===== config.mk =====
export PLATFORM = sky130hd
export DESIGN_NAME = control_char_escaper_core
export DESIGN_NICKNAME = d
export VERILOG_FILES = /design/src/rtl/cce_pkg.sv /design/src/rtl/control_char_escaper_core.sv /design/src/rtl/cce_front.sv /design/src/rtl/cce_queue.sv /design/src/rtl/cce_back.sv
export SDC_FILE = /design/constraint.sdc
export NUM_CORES = 1
export LEC_CHECK = 0
export BUFFER_PORTS_ARGS = -buffer_cell sky130_fd_sc_hd__buf_2
export CAP_MARGIN = 20
export CORE_MARGIN = 4
export CORE_UTILIZATION = 49
export CTS_BUF_LIST = sky130_fd_sc_hd__clkbuf_4 sky130_fd_sc_hd__clkbuf_8
export DETAILED_ROUTE_END_ITERATION = 8
export HOLD_SLACK_MARGIN = 0.12
export PLACE_DENSITY_LB_ADDON = 0.05
export SYNTH_ARGS = -nofsm -noshare
export SYNTH_HDL_FRONTEND = slang
export SYNTH_SLANG_ARGS = --single-unit

===== constraint.sdc =====
create_clock -name clk -period 3.7 [get_ports clk]
set_clock_uncertainty 0.2 [all_clocks]
set_input_delay 0 -clock clk [delete_from_list [all_inputs] [get_ports clk]]
set_output_delay 0 -clock clk [all_outputs]
set_load 0.005 [all_outputs]

===== src/rtl/cce_pkg.sv =====
// ============================================================================
// cce_pkg
// Shared types, constants and helpers for the control character escaper.
// ============================================================================
package cce_pkg;

    localparam int QUEUE_DEPTH = 2;

    localparam logic [7:0] CHR_BSLASH = 8'h5c;
    localparam logic [7:0] CHR_U      = 8'h75;
    localparam logic [7:0] CHR_ZERO   = 8'h30;
    localparam logic [7:0] CHR_B      = 8'h62;
    localparam logic [7:0] CHR_F      = 8'h66;
    localparam logic [7:0] CHR_N      = 8'h6e;
    localparam logic [7:0] CHR_R      = 8'h72;
    localparam logic [7:0] CHR_T      = 8'h74;
    localparam logic [7:0] LEAD_C2    = 8'hc2;
    localparam logic [7:0] CHR_DEL    = 8'h7f;

    typedef enum logic [1:0] {
        KIND_NONE = 2'd0,
        KIND_BYTE = 2'd1,
        KIND_PAIR = 2'd2,
        KIND_UNI  = 2'd3
    } kind_t;

    // One queued job: optional held 0xc2 first, then the escape of val.
    typedef struct packed {
        logic       pre;
        kind_t      kind;
        logic [7:0] val;
        logic       fin;
    } job_t;

    typedef struct packed {
        logic valid;
        job_t job;
    } job_head_t;

    function automatic logic [7:0] hex_digit(input logic [3:0] nib);
        logic [7:0] r;
        if (nib < 4'd10)
            r = 8'h30 + {4'h0, nib};
        else
            r = 8'h57 + {4'h0, nib};
        return r;
    endfunction

endpackage


===== src/rtl/control_char_escaper_core.sv =====
// ============================================================================
// control_char_escaper_core
// Escapes control characters of a byte stream into backslash sequences.
//
//   channel  | handshake        | beat
//   ---------+------------------+-----------------------------------
//   input    | push / full      | in_byte, string_end
//   result   | pop / empty      | out_byte, run_last, string_done
//
// Input beats are taken one per cycle while the job queue has room.
// The back sequencer emits one output byte per unstalled cycle: 1 for plain
// bytes, 2 for letter escapes, 6 for \u00xx, plus 1 for a released 0xc2.
// A held 0xc2 mid-string produces no job. Reset clears the held lead,
// the queue and the output register. Either side may stall independently.
// ============================================================================
module control_char_escaper_core #(
    parameter int QUEUE_DEPTH = cce_pkg::QUEUE_DEPTH
) (
    input  logic       clk,
    input  logic       rst_n,
    input  logic       push,
    output logic       full,
    input  logic [7:0] in_byte,
    input  logic       string_end,
    output logic       empty,
    input  logic       pop,
    output logic [7:0] out_byte,
    output logic       run_last,
    output logic       string_done
);

    logic               accept;
    logic               job_push;
    logic               job_pop;
    cce_pkg::job_t      job;
    cce_pkg::job_head_t head;

    assign accept = push && !full;

    cce_front u_front (
        .clk        (clk),
        .rst_n      (rst_n),
        .accept     (accept),
        .in_byte    (in_byte),
        .string_end (string_end),
        .job_push   (job_push),
        .job        (job)
    );

    cce_queue #(
        .DEPTH (QUEUE_DEPTH)
    ) u_queue (
        .clk    (clk),
        .rst_n  (rst_n),
        .wr_en  (job_push),
        .wr_job (job),
        .full   (full),
        .rd_en  (job_pop),
        .head   (head)
    );

    cce_back u_back (
        .clk         (clk),
        .rst_n       (rst_n),
        .head        (head),
        .job_pop     (job_pop),
        .pop         (pop),
        .empty       (empty),
        .out_byte    (out_byte),
        .run_last    (run_last),
        .string_done (string_done)
    );

endmodule


===== src/rtl/cce_front.sv =====
// ============================================================================
// cce_front
// Accepts input beats, tracks a held 0xc2 lead byte and classifies each beat
// into an escape job.
// ============================================================================
module cce_front (
    input  logic          clk,
    input  logic          rst_n,
    input  logic          accept,
    input  logic [7:0]    in_byte,
    input  logic          string_end,
    output logic          job_push,
    output cce_pkg::job_t job
);

    logic lead_reg;
    logic lead_next;

    always_comb
    begin
        job.pre   = 1'b0;
        job.kind  = cce_pkg::KIND_NONE;
        job.val   = in_byte;
        job.fin   = string_end;
        lead_next = 1'b0;
        if (lead_reg && (in_byte inside {[8'h80:8'h9f]}))
        begin
            job.kind = cce_pkg::KIND_UNI;
        end
        else
        begin
            job.pre = lead_reg;
            if (in_byte < 8'h20)
            begin
                job.kind = cce_pkg::KIND_PAIR;
                case (in_byte)
                    8'h08:   job.val = cce_pkg::CHR_B;
                    8'h0c:   job.val = cce_pkg::CHR_F;
                    8'h0a:   job.val = cce_pkg::CHR_N;
                    8'h0d:   job.val = cce_pkg::CHR_R;
                    8'h09:   job.val = cce_pkg::CHR_T;
                    default: job.kind = cce_pkg::KIND_UNI;
                endcase
            end
            else if (in_byte == cce_pkg::CHR_DEL)
            begin
                job.kind = cce_pkg::KIND_UNI;
            end
            else if (in_byte == cce_pkg::LEAD_C2 && !string_end)
            begin
                lead_next = 1'b1;
            end
            else
            begin
                job.kind = cce_pkg::KIND_BYTE;
            end
        end
        if (string_end)
            lead_next = 1'b0;
    end

    assign job_push = accept && (job.pre || job.kind != cce_pkg::KIND_NONE);

    always_ff @(posedge clk or negedge rst_n)
    begin
        if (!rst_n)
            lead_reg <= 1'b0;
        else if (accept)
            lead_reg <= lead_next;
    end

endmodule


===== src/rtl/cce_queue.sv =====
// ============================================================================
// cce_queue
// Small register queue of escape jobs between front and back.
// ============================================================================
module cce_queue #(
    parameter int DEPTH = cce_pkg::QUEUE_DEPTH
) (
    input  logic               clk,
    input  logic               rst_n,
    input  logic               wr_en,
    input  cce_pkg::job_t      wr_job,
    output logic               full,
    input  logic               rd_en,
    output cce_pkg::job_head_t head
);

    localparam int PW = (DEPTH > 1) ? $clog2(DEPTH) : 1;
    localparam int CW = $clog2(DEPTH + 1);
    localparam logic [PW-1:0] LAST = PW'(DEPTH - 1);
    localparam logic [CW-1:0] FULL_CNT = CW'(DEPTH);

    cce_pkg::job_t   mem_reg [DEPTH];
    logic [PW-1:0]   wr_ptr_reg;
    logic [PW-1:0]   rd_ptr_reg;
    logic [CW-1:0]   cnt_reg;
    logic [CW-1:0]   cnt_next;

    assign full       = (cnt_reg == FULL_CNT);
    assign head.valid = (cnt_reg != '0);
    assign head.job   = mem_reg[rd_ptr_reg];

    always_comb
    begin
        cnt_next = cnt_reg;
        if (wr_en && !rd_en)
            cnt_next = cnt_reg + CW'(1);
        else if (!wr_en && rd_en)
            cnt_next = cnt_reg - CW'(1);
    end

    always_ff @(posedge clk)
    begin
        if (wr_en)
            mem_reg[wr_ptr_reg] <= wr_job;
    end

    always_ff @(posedge clk or negedge rst_n)
    begin
        if (!rst_n)
        begin
            wr_ptr_reg <= '0;
            rd_ptr_reg <= '0;
            cnt_reg    <= '0;
        end
        else
        begin
            cnt_reg <= cnt_next;
            if (wr_en)
                wr_ptr_reg <= (wr_ptr_reg == LAST) ? '0 : wr_ptr_reg + PW'(1);
            if (rd_en)
                rd_ptr_reg <= (rd_ptr_reg == LAST) ? '0 : rd_ptr_reg + PW'(1);
        end
    end

endmodule


===== src/rtl/cce_back.sv =====
// ============================================================================
// cce_back
// Walks the head job into a registered output beat, a byte per unstalled cycle.
// ============================================================================
module cce_back (
    input  logic               clk,
    input  logic               rst_n,
    input  cce_pkg::job_head_t head,
    output logic               job_pop,
    input  logic               pop,
    output logic               empty,
    output logic [7:0]         out_byte,
    output logic               run_last,
    output logic               string_done
);

    logic [2:0] pos_reg;
    logic [2:0] base_len;
    logic [2:0] len;
    logic [2:0] idx;
    logic [7:0] sel_byte;
    logic       at_last;
    logic       load;

    logic       valid_reg;
    logic [7:0] byte_reg;
    logic       last_reg;
    logic       done_reg;

    always_comb
    begin
        case (head.job.kind)
            cce_pkg::KIND_BYTE: base_len = 3'd1;
            cce_pkg::KIND_PAIR: base_len = 3'd2;
            cce_pkg::KIND_UNI:  base_len = 3'd6;
            default:            base_len = 3'd0;
        endcase
        len     = base_len + {2'b00, head.job.pre};
        idx     = pos_reg - {2'b00, head.job.pre};
        at_last = (pos_reg == len - 3'd1);
    end

    always_comb
    begin
        sel_byte = head.job.val;
        if (head.job.pre && pos_reg == 3'd0)
        begin
            sel_byte = cce_pkg::LEAD_C2;
        end
        else
        begin
            case (head.job.kind)
                cce_pkg::KIND_PAIR:
                    sel_byte = (idx == 3'd0) ? cce_pkg::CHR_BSLASH : head.job.val;
                cce_pkg::KIND_UNI:
                begin
                    case (idx)
                        3'd0:    sel_byte = cce_pkg::CHR_BSLASH;
                        3'd1:    sel_byte = cce_pkg::CHR_U;
                        3'd2:    sel_byte = cce_pkg::CHR_ZERO;
                        3'd3:    sel_byte = cce_pkg::CHR_ZERO;
                        3'd4:    sel_byte = cce_pkg::hex_digit(head.job.val[7:4]);
                        default: sel_byte = cce_pkg::hex_digit(head.job.val[3:0]);
                    endcase
                end
                default: sel_byte = head.job.val;
            endcase
        end
    end

    assign load    = head.valid && (!valid_reg || pop);
    assign job_pop = load && at_last;

    always_ff @(posedge clk or negedge rst_n)
    begin
        if (!rst_n)
        begin
            pos_reg   <= '0;
            valid_reg <= 1'b0;
        end
        else
        begin
            if (load)
                pos_reg <= at_last ? 3'd0 : pos_reg + 3'd1;
            if (load)
                valid_reg <= 1'b1;
            else if (pop)
                valid_reg <= 1'b0;
        end
    end

    always_ff @(posedge clk)
    begin
        if (load)
        begin
            byte_reg <= sel_byte;
            last_reg <= at_last;
            done_reg <= at_last && head.job.fin;
        end
    end

    assign empty       = !valid_reg;
    assign out_byte    = byte_reg;
    assign run_last    = last_reg;
    assign string_done = done_reg;

endmodule

==> results by group, run 1 <==
Detailed routing
  – WL/cell: 15.1 microns
  – WL final: 5320 microns
  – Antenna viol nets, final: 0
  – Routed length on met3: 255 microns
  – Length of the first detailed-routing pass in iterations: 4
  – Number of vias per cell: 5.68
  – DR vias: 2004
  – DR iter-0 viols: 137
  – DRT met1 WL: 2420 microns
  – Drt drc: 0
  – Uppermost routed layer: met4
  – Met2 wire length: 2570 microns

Setup path
  – Crit end category: flip-flop
  – Worst-path cell chain: mux2i_1, ha_1, and3b_1, o311ai_1, o22ai_1, o21ai_1, ha_1, xor2_1, nor2_1, xnor2_1
  – R2r worst-path depth: 10
  – CP delay by family, top: compound AO/OA/AOI/OAI gates
  – Critical R2R Capture: u_queue.cnt_reg[1]
  – WP buf/inv: 0
  – R2R Path Start: u_queue.rd_ptr_reg
  – CP max stage delay: 0.50 ns
  – Slowest cell on crit path: dfrtp_1
  – Most common cell on crit path: ha_1
  – Critical-path maximum fanout: 7
  – CP startpoint kind: flip-flop
  – Worst path arrival time: 3.11 ns
  – Critical Path RT: 3.69 ns
  – Worst Setup Path Type: flip-flop to flip-flop
  – R2r setup slk: 0.58 ns

Global routing
  – Largest net degree at the start of global routing: 24
  – Gr ovfl total: 0
  – Antenna violations before repair: 0
  – Global-route wire length before repair: 8980 microns
  – Vias in the first global route: 1870
  – GRT Util Overall: 18.1%

Timing
  – Worst-Margin Slew: 0.671 ns
  – Setup repair after global routing missed its margin: no
  – Max Freq: 320 MHz
  – Headroom to the max-slew limit: 55.1%
  – Final min period: 3.12 ns
  – Fin. max-slew vios: 0
  – Final Setup Violations: 0
  – Final Hold Vio Count: 0
  – Final period utilization: 84.3%
  – Setup TNS: 0 ns
  – Final hold slack: 0.268 ns

Logic synthesis
  – Yosys top cell area share: 40.0%
  – Ys flop type: edfxtp_1
  – Post-Syn Area: 2550 sq um
  – Most numerous cell in the Yosys netlist: edfxtp_1
  – Sequential-to-total area share from yosys stat: 48.8%
  – Post-Syn Area per Cell: 10.9 sq um
  – Syn Nets: 256
  – Synth Register Bits: 43
  – Cells after synthesis: 235
  – Ys Warns: 0
  – Yosys cell types: 55
  – Yosys top cell by area: edfxtp_1
  – Commonest cells post-synth: 34 x edfxtp_1, 18 x nand2_1, 17 x nor2_1, 13 x inv_1, 11 x mux2i_1
  – Synth area leaders: edfxtp_1 40%, dfrtp_1 8.8%, mux2i_1 4.3%
  – Post-synthesis async set-or-reset flop share: 20.9%
  – Post-synth EDFFs: 34

Layout
  – Ant diodes: 0
  – Fill cells: 453
  – Largest register FFs: 24
  – Fin nets: 303
  – Layout cells sized above 1: 16.3%
  – Area of the multi-input gates: 1220 sq um
  – Final design area excluding fillers: 3020 sq um
  – Final core utilization: 59.5%
  – Area growth syn-to-layout: 18.2%
  – Register area: 1250 sq um

Place
  – Cell area after placement: 2750 sq um
  – DPL Wire Length: 3940 microns
  – Routability cong.: 0.844
  – Port buffer count: 24

Flow run
  – Maxcap violations: 0

Clock tree
  – Root buf cell: clkbuf_8
  – # clock sinks: 43
  – CTS resizes: 0
  – Clock insertion delay at the later pin of the skew report: 0.30 ns
  – Htree depth: 2
  – Max Root-Sink Buffers: 2
  – Clock transition at path regs: 0.08 ns
  – CTS buffer count: 5
  – TritonCTS clock tree: done

Die
  – Die X-Extent: 80.2 microns
  – Ports: 25
  – Die area: 6430 sq um
  – Area of the core: 5070 sq um
  – # rows: 26
  – Die height: 80.2 microns
  – Initial core utilization: 50.3%

Power
  – Peak supply drop: 0.323 mV
  – Leakage: 1.23 nW
  – Overall Power: 2.41 mW
  – Power per cell area: 798 nW/um^2

Worst hold path
  – WHS Path Cells: 2
  – Worst hold endpoint: u_queue.mem_reg[0][0]
  – Hold path startpoint: string_end
  – Hold crit path type: primary input to flip-flop

Run status
  – Status: complete, no violations
==> where the power goes <==
| part | internal (mW) | switching [mW] | leakage, nW |
|---|---|---|---|
| logic | 0.542 | 0.705 | 0.760 |
| registers | 0.739 | 0.110 | 0.427 |
| clock network | 0.152 | 0.162 | 0.0474 |
| total | 1.43 | 0.977 | 1.23 |
==> per-layer routing <==
metal / vias to the layer above / track usage [%]
li1: 981 / -
met1: 951 / 23.1
met2: 63 / 30.6
met3: 9 / 3.81
met4: 0 / 5.91
met5: - / 0
==> final cells by class <==
| cell class | instances | area share, % |
|---|---|---|
| Clock buffer | 6 | 2.74 |
| Clock inverter | 2 | 0.539 |
| Tap cell | 70 | 2.90 |
| Multi-Input combinational cell | 174 | 40.3 |
| Timing Repair Buffer | 45 | 10.6 |
| Sequential cell | 43 | 41.3 |
| Inverter | 13 | 1.62 |
==> cell usage in the layout, fill, tap and decap left out, drive strengths merged, types with 3 or more instances in the layout <==
master / n
edfxtp: 34
buf: 28
nand2: 18
nor2: 17
dlygate4sd3: 17
inv: 13
mux2i: 12
a21oi: 9
nor2b: 9
dfrtp: 9
ha: 8
o21ai: 8
nand2b: 7
nor3: 7
o31ai: 6
xnor2: 6
clkbuf: 6
a21o: 5
o22ai: 5
mux2: 5
xor2: 4
or2: 3
nand3: 3
a31oi: 3
and3: 3
nor4: 3
==> stage by stage <==
stage	worst slack [ns]	std cells
after global routing	0.350	353
after CTS	0.594	353
after detailed placement	0.602	328
final	0.580	353
after global placement	0.727	328
after floorplan	0.545	235
==> cell families (layout without fill, tap and decap cells) <==
kind of cell             after synthesis  count (layout)  synth area share, %
adder cells (fa/ha/maj)                8               8                 3.92
AO/OA/AOI/OAI                         54              54                 14.8
buffers and inverters                 18              66                 3.58
multiplexers                          17              17                 7.20
flip-flops                            43              43                 48.8
AND/OR/NAND/NOR                       85              85                 18.2
XOR/XNOR                              10              10                 3.43
==> worst max path at each step <==
| stage | from | to | slack (ns) | cells after the start |
|---|---|---|---|---|
| 2_1_floorplan | u_queue.rd_ptr_reg | u_queue.cnt_reg[1] | 0.54 | 13 |
| 3_3_place_gp | u_queue.rd_ptr_reg | u_queue.cnt_reg[1] | 0.73 | 10 |
| 3_5_place_dp | u_queue.rd_ptr_reg | u_queue.cnt_reg[1] | 0.60 | 10 |
| 4_1_cts | u_queue.rd_ptr_reg | u_queue.cnt_reg[1] | 0.59 | 10 |
| 5_1_grt | u_queue.rd_ptr_reg | u_queue.cnt_reg[1] | 0.35 | 9 |
| 6_report | u_queue.rd_ptr_reg | u_queue.cnt_reg[1] | 0.58 | 10 |
==> what timing repair did <==
| action | in CTS | in global routing |
|---|---|---|
| setup buffers | 0 | 0 |
| hold buffers | 17 | 0 |
| hold endpoints to repair | 47 | 0 |
(Power assumes the default switching activity.)
==> run 2, diff against run 1 <==
==> constraint.sdc (replaced) <==
create_clock -name clk -period 3.2 [get_ports clk]
set_clock_uncertainty 0.2 [all_clocks]
set_input_delay 0 -clock clk [delete_from_list [all_inputs] [get_ports clk]]
set_output_delay 0 -clock clk [all_outputs]
set_load 0.005 [all_outputs]
==> results by group, run 2 (synthesis results as in run 1) <==
Setup path
  – Slowest cell on crit path: dfrtp_1
  – Critical-path maximum fanout: 7
  – CP max stage delay: 0.47 ns
  – Worst Setup Path Type: flip-flop to flip-flop
  – WP buf/inv: 0
  – Crit end category: flip-flop
  – CP startpoint kind: flip-flop
  – Most common cell on crit path: ha_1
  – Critical Path RT: 3.21 ns
  – CP delay by family, top: compound AO/OA/AOI/OAI gates
  – Worst-path cell chain: o32a_1, ha_1, or3b_1, nand4bb_1, o22ai_1, o21ai_2, ha_1, xor2_1, nor2_1, xnor2_1
  – Worst path arrival time: 2.95 ns

Timing
  – Setup repair after global routing missed its margin: no
  – Worst-Margin Slew: 0.639 ns
  – Final Setup Violations: 0
  – Final hold slack: 0.258 ns
  – Final min period: 2.94 ns
  – Final period utilization: 91.9%
  – Setup TNS: 0 ns
  – Headroom to the max-slew limit: 57.3%
  – Fin. max-slew vios: 0
  – Max Freq: 340 MHz
  – Final Hold Vio Count: 0

Detailed routing
  – Length of the first detailed-routing pass in iterations: 4
  – Met2 wire length: 2390 microns
  – Antenna viol nets, final: 0
  – Number of vias per cell: 5.50
  – DRT met1 WL: 2420 microns
  – WL final: 5080 microns
  – DR vias: 1965
  – Uppermost routed layer: met4
  – WL/cell: 14.2 microns
  – Drt drc: 0
  – DR iter-0 viols: 102
  – Routed length on met3: 163 microns

Layout
  – Most frequent cells in the layout: 34 x edfxtp_1, 24 x buf_2, 18 x nand2_1
  – Ant diodes: 0
  – Area growth syn-to-layout: 20.2%
  – Fin cells: 357
  – Fin nets: 307
  – Most common cell after layout, fill and taps aside: edfxtp_1
  – Layout cells sized above 1: 18.1%
  – Largest register FFs: 24

Clock tree
  – Htree depth: 2
  – Max Root-Sink Buffers: 2
  – TritonCTS clock tree: done
  – Clock insertion delay at the later pin of the skew report: 0.29 ns
  – Clock transition at path regs: 0.08 ns
  – Root buf cell: clkbuf_8
  – # clock sinks: 43
  – CTS buffer count: 5

Global routing
  – Vias in the first global route: 1811
  – Global-route wire length before repair: 8470 microns
  – Antenna violations before repair: 0
  – Gr ovfl total: 0
  – GRT Util Overall: 17.2%
  – Largest net degree at the start of global routing: 25

Place
  – Routability cong.: 0.865
  – Port buffer count: 24
  – DPL Wire Length: 3720 microns
  – Placed insts: 331

Power
  – Power per cell area: 936 nW/um^2
  – Peak supply drop: 0.498 mV
  – Leakage: 1.26 nW

Run status
  – Status: complete, no violations

Die
  – Die X-Extent: 80.2 microns
  – Initial core utilization: 50.3%
  – Die height: 80.2 microns
  – # rows: 26
  – Die area: 6430 sq um
  – Area of the core: 5070 sq um
  – Ports: 25

Flow run
  – Maxcap violations: 0

Worst hold path
  – Hold crit path type: primary input to flip-flop
-- run 2: metrics by stage --
step,setup slack [ns],power (mW),utilization [%],area (sq um)
after CTS,0.175,2.87,60.2,3060
final,0.259,2.87,60.5,3070
after floorplan,0.0447,2.05,-,2550
after global placement,0.350,2.44,54.6,2770
after global routing,0.00771,3.11,60.5,3070
after detailed placement,0.211,2.42,54.6,2770
-- run 2: area by class of cell --
type	count	area [sq um]
clock buffers	6	76.3
clock inverters	2	37.5
fillers	448	2000
inverters	13	48.8
multi-input cells	174	1220
flip-flops and latches	43	1250
well taps	70	87.6
repair buffers	49	350
-- run 2: path summary, 6_finish.rpt --
check,start,endpoint,slack [ns],cells after the start
max in group asynchronous,rst_n,u_back.valid_reg,1.95,3
worst min-delay path,pop,u_back.valid_reg,0.26,3
worst max-delay path,u_queue.rd_ptr_reg,u_queue.cnt_reg[1],0.26,10
worst min register to register,u_queue.wr_ptr_reg,u_queue.wr_ptr_reg,0.28,1
worst max register to register,u_queue.rd_ptr_reg,u_queue.cnt_reg[1],0.26,10
min in group asynchronous,rst_n,u_queue.rd_ptr_reg,0.52,3
-- run 2: worst min-delay path, delay by kind of cell --
kind | cells | cell delay, ns
AOI/OAI and AO/OA | 1 | 0.06
buffers and inverters | 2 | 0.64
-- run 2: routing by layer --
layer  up-vias  GRT usage (%)
li1        996              -
met1       927           23.3
met2        34           26.7
met3         8           3.36
met4         0           7.43
met5         -              0
-- run 2: power breakdown --
group / total (mW) / switching [mW] / internal, mW
combinational: 1.47 / 0.806 / 0.668
clock: 0.421 / 0.179 / 0.241
sequential: 0.980 / 0.125 / 0.854
total: 2.87 / 1.11 / 1.76
-- run 2: repair_timing --
item / 4_1_cts / 5_1_grt
endpoints found under the setup margin: 0 / 1
resized for setup: 0 / 2
buffers inserted: 0 / 0
hold endpoints to repair: 48 / 0
hold buffers: 17 / 0
